<file path="config.mk">
export PLATFORM = sky130hd
export DESIGN_NAME = chull_orient
export DESIGN_NICKNAME = d
export VERILOG_FILES = /design/src/hdl/chull_pkg.sv /design/src/hdl/chull_orient.sv
export SDC_FILE = /design/constraint.sdc
export NUM_CORES = 2
export LEC_CHECK = 0
export ABC_CLOCK_PERIOD_IN_PS = 11000
export BUFFER_PORTS_ARGS = -buffer_cell sky130_fd_sc_hd__buf_2
export CORE_MARGIN = 1
export CORE_UTILIZATION = 45
export DETAILED_ROUTE_END_ITERATION = 10
export PLACE_DENSITY_LB_ADDON = 0.3
export SETUP_SLACK_MARGIN = 0.3
export SLEW_MARGIN = 5
export SYNTH_ARGS = -nofsm -noshare
export SYNTH_HDL_FRONTEND = slang
export SYNTH_SLANG_ARGS = --single-unit
</file>
<file path="constraint.sdc">
create_clock -name clock -period 11 [get_ports clock]
set_clock_uncertainty 0.2 [all_clocks]
set_input_delay 2.2 -clock clock [delete_from_list [all_inputs] [get_ports clock]]
set_output_delay 2.2 -clock clock [all_outputs]
set_load 0.03 [all_outputs]
</file>
<file path="src/hdl/chull_pkg.sv">
package chull_pkg;

   localparam int MAX_POINTS = 32;
   localparam int COORD_BITS = 16;
   localparam int IDX_W      = $clog2(MAX_POINTS);
   localparam int CNT_W      = $clog2(MAX_POINTS + 1);
   localparam int CH_DEPTH   = MAX_POINTS + 2;
   localparam int CH_AW      = $clog2(CH_DEPTH);
   localparam int DIFF_W     = COORD_BITS + 1;
   localparam int PROD_W     = 2 * DIFF_W;
   localparam int REQ_DATA_W = ((2 * COORD_BITS + 7) / 8) * 8;
   localparam int RSP_DATA_W = ((IDX_W + CNT_W + 7) / 8) * 8;

   typedef logic signed [COORD_BITS-1:0] coord_type;

   typedef struct packed {
      coord_type x;
      coord_type y;
   } point_type;

   typedef struct packed {
      logic [IDX_W-1:0] idx;
      point_type        pt;
   } chain_entry_type;

   typedef enum logic [3:0] {
      ST_LOAD,
      ST_RK_ADDR,
      ST_RK_HOLD,
      ST_RK_RD,
      ST_RK_CMP,
      ST_HL_ORD,
      ST_HL_IDX,
      ST_HL_PT,
      ST_HL_CHK,
      ST_HL_CMP,
      ST_HL_REFILL,
      ST_EM_SETUP,
      ST_EM_RD,
      ST_EM_WAIT
   } state_type;

endpackage

</file>
<file path="src/hdl/chull_orient.sv">
// Orientation test for the chain: pop the top t (below it b) for new point p
// when (p - t) x (b - t) is at most zero. Products are registered.
module chull_orient
   import chull_pkg::*;
(
   input  logic      clock,
   input  logic      calc,
   input  point_type p,
   input  point_type t,
   input  point_type b,
   output logic      pop
);

   logic signed [DIFF_W-1:0] a, bb, c, d;
   logic signed [PROD_W-1:0] lhs_ff, rhs_ff;

   assign a  = DIFF_W'(p.x) - DIFF_W'(t.x);
   assign bb = DIFF_W'(p.y) - DIFF_W'(t.y);
   assign c  = DIFF_W'(b.x) - DIFF_W'(t.x);
   assign d  = DIFF_W'(b.y) - DIFF_W'(t.y);

   always_ff @(posedge clock) begin
      if (calc) begin
         lhs_ff <= a * d;
         rhs_ff <= bb * c;
      end
   end

   assign pop = (lhs_ff <= rhs_ff);

endmodule

</file>
---- Yosys cells after proc, flatten, opt, wreduce, memory -nomap -nowiden ----
Index checks and enable logic that the tools add are counted.
storage, ports and cells
  register bits ........................... 68
  word-level logic and storage cells ...... 9
operators by class
  $add $sub $neg .......................... 4
  multipliers ............................. 2
  $lt $le $gt $ge ......................... 1
operators by type and width
  operator          number
  $mul A17 B17 Y34  2
  $sub A16 B16 Y17  4
  $le A34 B34 Y1    1

---- Longest topological paths before layout ----
  word-level depth ........................ 2
  mapped depth ............................ 34
  mapped depth without buffers ............ 33

---- Worst setup path after synthesis ----
No wires, ideal clock.
  path type ............................... input to register
  start ................................... in p[0] (netlist name)
  end ..................................... reg rhs_ff[33] (data pin)
  setup time .............................. 0.260 ns
  data arrival time ....................... 9.485 ns
  required time ........................... 10.540 ns
  path slack .............................. 1.055 ns
  stages on the path ...................... 30
  path buffers ............................ 1
  cells stage by stage .................... inv_1 -> ha_1 -> fa_1 -> nor2b_4 -> o31a_4 -> o41ai_4 -> o211ai_1 -> a31o_1 -> nand2_1 -> a21bo_2 -> buf_2 -> nand2_1 -> fa_1 -> inv_1 -> fa_1 -> fa_1 -> fa_1 -> fa_1 -> inv_1 -> fa_1 -> inv_1 -> ha_1 -> a21o_1 -> a21o_1 -> a2111oi_0 -> nand3_1 -> a41oi_1 -> o21ai_0 -> a21oi_1 -> xnor2_1
on the way
  word-level cells in the longest chain between the ends .. 2
RTL lines
  item                  line                source
  start, declared       chull_orient.sv:8   input point_type p,
  $sub A16 B16 Y17      chull_orient.sv:18  assign bb = DIFF_W'(p.y) - DIFF_W'(t.y);
  $mul A17 B17 Y34      chull_orient.sv:25  rhs_ff <= bb * c;
  end signal, assigned  chull_orient.sv:25
  end, declared         chull_orient.sv:15  logic signed [PROD_W-1:0] lhs_ff, rhs_ff;
Every way passes these cells.
A chain may end at the register's enable or synchronous reset.

---- Worst setup path in the final report ----
  start ................................... in p[0] (netlist name)
  end ..................................... reg rhs_ff[30] (data pin)
Same word-level chain as after synthesis.

==> flow_metrics.tcl <==
set metrics [dict create \
    synth_cells 3033 \
    final-instance-count-excl-fill 3967 \
    cts_tree "done" \
    grt_pass1_vias 21800 \
    netlist_top_cells_area "fa_1 (43%), ha_1 (12%), inv_1 (9.8%), edfxtp_1 (7.4%), nand2_1 (4.3%)" \
    synth_edf_count 68 \
    critical_path_buf_inv_count 7 \
    finalSetupViolCount 0 \
    post-place-ws_ns 0.165 \
    ys_seq_elements 68 \
    synthTopCellsByCount "inv_1 (720), fa_1 (596), nand2_1 (314), ha_1 (268), nor2_1 (254)" \
    core_mm2 0.0605 \
    outcome "finished clean" \
    seq_area_frac_synth 0.0741 \
    die-area_mm2 0.0622 \
    die_h_um 249 \
    root_buffer "clkbuf_16" \
    htree_levels 3 \
    clock_sinks 68 \
    syn-cell-area_mm2 0.0276 \
    synthToLayoutAreaGrowth_pct 8.65 \
    worst-setup-path-type "in2reg" \
    vias_per_cell 5.32 \
    cp_top_family "adder cells" \
    min_from "t[16]" \
    start_kind "input port" \
    place_inst 3950 \
    cts_buffers 9 \
    critPathMaxStageDelay_ns 0.55 \
    drive_gt1_frac 0.0860 \
    die_w_um 249 \
    synth_top_area_frac 0.433 \
    critPathMostFrequentCell "fa_1" \
    dpl_cell_area_mm2 0.0296 \
    postRouteAntennaNets 0 \
    gp_congestion 0.938 \
    final_cell_area_mm2 0.0299 \
    max_freq_mhz 97.4 \
    fp-row-count 90 \
    vias 21100 \
    rsz0062_at_grt "false" \
    first_pass_iters 5 \
    grt_pass1_wl_um 121000 \
    finalCritPeriodShare 0.934 \
    post_drt_wl_per_cell_um 18.8 \
    grt_usage 0.252 \
    fin_crit_ns 10.27 \
    synth_largest_area_cell "fa_1" \
    syn_nets 3995 \
    synth_ff_type "edfxtp_1" \
    dp_hpwl_um 64200 \
    yosysWarnings 0 \
    drc 0 \
    hold_path_class "in2reg" \
    worstPathArrival_ns 10.17 \
    fin_setup_tns_ns 0 \
    crit_path_end_kind "flop" \
    worstHoldEndpoint "rhs_ff[0]" \
    antenna_found_initial 1 \
    synth_area_per_cell_um2 9.08 \
    worstPathMaxFanout 11 \
    grt_max_degree 69 \
    slew-limit-headroom 0.195 \
    totalWireLength_um 74700 \
    grt_overflow 0 \
    numPortBuffers 98 \
    clk_pin_slew_ns 0.06 \
    ys_types 82 \
    finalWorstSetupSlack_ns 0.730 \
    slew_viol_final 0 \
    start_util 0.456 \
    first_iter_violations 1366 \
    clk_path_buf_depth 2 \
    cap_viol_max_count 0 \
    tightestPinTransition_ns 1.20 \
    ios 99 \
    finalHoldViolations 0 \
    required_ns 10.90 \
    slowest_stage "fa_1" \
    synthArstFlopShare 0 \
    synth_most_common_cell "inv_1" \
    nets 4142 \
    min_path_cells 4 \
    n_antenna_cell 0 \
]
how the worst max path moves through the flow:
stage / slack [ns] / cells after the start / start / endpoint
2_1_floorplan: 1.06 / 30 / p[0] / rhs_ff[33]
3_3_place_gp: 0.20 / 28 / t[18] / rhs_ff[33]
3_5_place_dp: 0.16 / 28 / t[18] / rhs_ff[33]
4_1_cts: 0.51 / 28 / t[18] / rhs_ff[33]
5_1_grt: 0.27 / 32 / b[0] / lhs_ff[33]
6_report: 0.73 / 31 / p[0] / rhs_ff[30]
state kept, by name (all words and copies together), names as in the netlist:
register / count
lhs_ff: 34
rhs_ff: 34
cell usage in the layout, fill, tap and decap left out, types with 57 or more instances in the layout:
cell type	count
fa_1	596
inv_1	720
nor2_1	254
buf_2	98
edfxtp_1	68
xnor2_1	89
nand2_1	313
a21oi_1	77
ha_1	268
o21ai_0	57
buf_4	110
per-stage QoR:
step                utilization  hold WS [ns]
finish                    0.495          2.36
global route              0.495          2.38
CTS                       0.493          2.36
detailed placement        0.489          2.72
global placement          0.489          2.72
floorplan                     -          2.11
layout make-up:
class / count / area [µm²]
clock inverters: 5 / 52.6
flip-flops and latches: 68 / 2040
inverters: 721 / 2710
well taps: 782 / 978
repair buffers: 209 / 1340
clock buffers: 11 / 233
fillers: 5786 / 30500
multi-input cells: 2171 / 22600
cells by family (layout without fill, tap and decap cells):
group                      Yosys count  after routing  synth area share
DFF                                 68             68            0.0741
AOI/OAI and AO/OA                  314            314            0.0779
adders and majority gates          864            864             0.555
muxes                                4              4           0.00145
and+or+nand+nor                    864            864             0.143
xor gates and xnor gates           125            125            0.0397
buffers and inverters              794            946             0.109
repair_timing:
item	in CTS	in global routing
buffers inserted	0	1
endpoints found under the setup margin	0	12
hold buffers	0	0
gates resized for setup	0	16
routing by layer:
metal	share of wire	track usage
met1	0.44	0.357
met2	0.46	0.401
met3	0.077	0.0434
met4	0.025	0.0614
met5	0	0
Power is not shown: default switching activity piles up to over one toggle a cycle in this logic, so the estimate is an artifact.
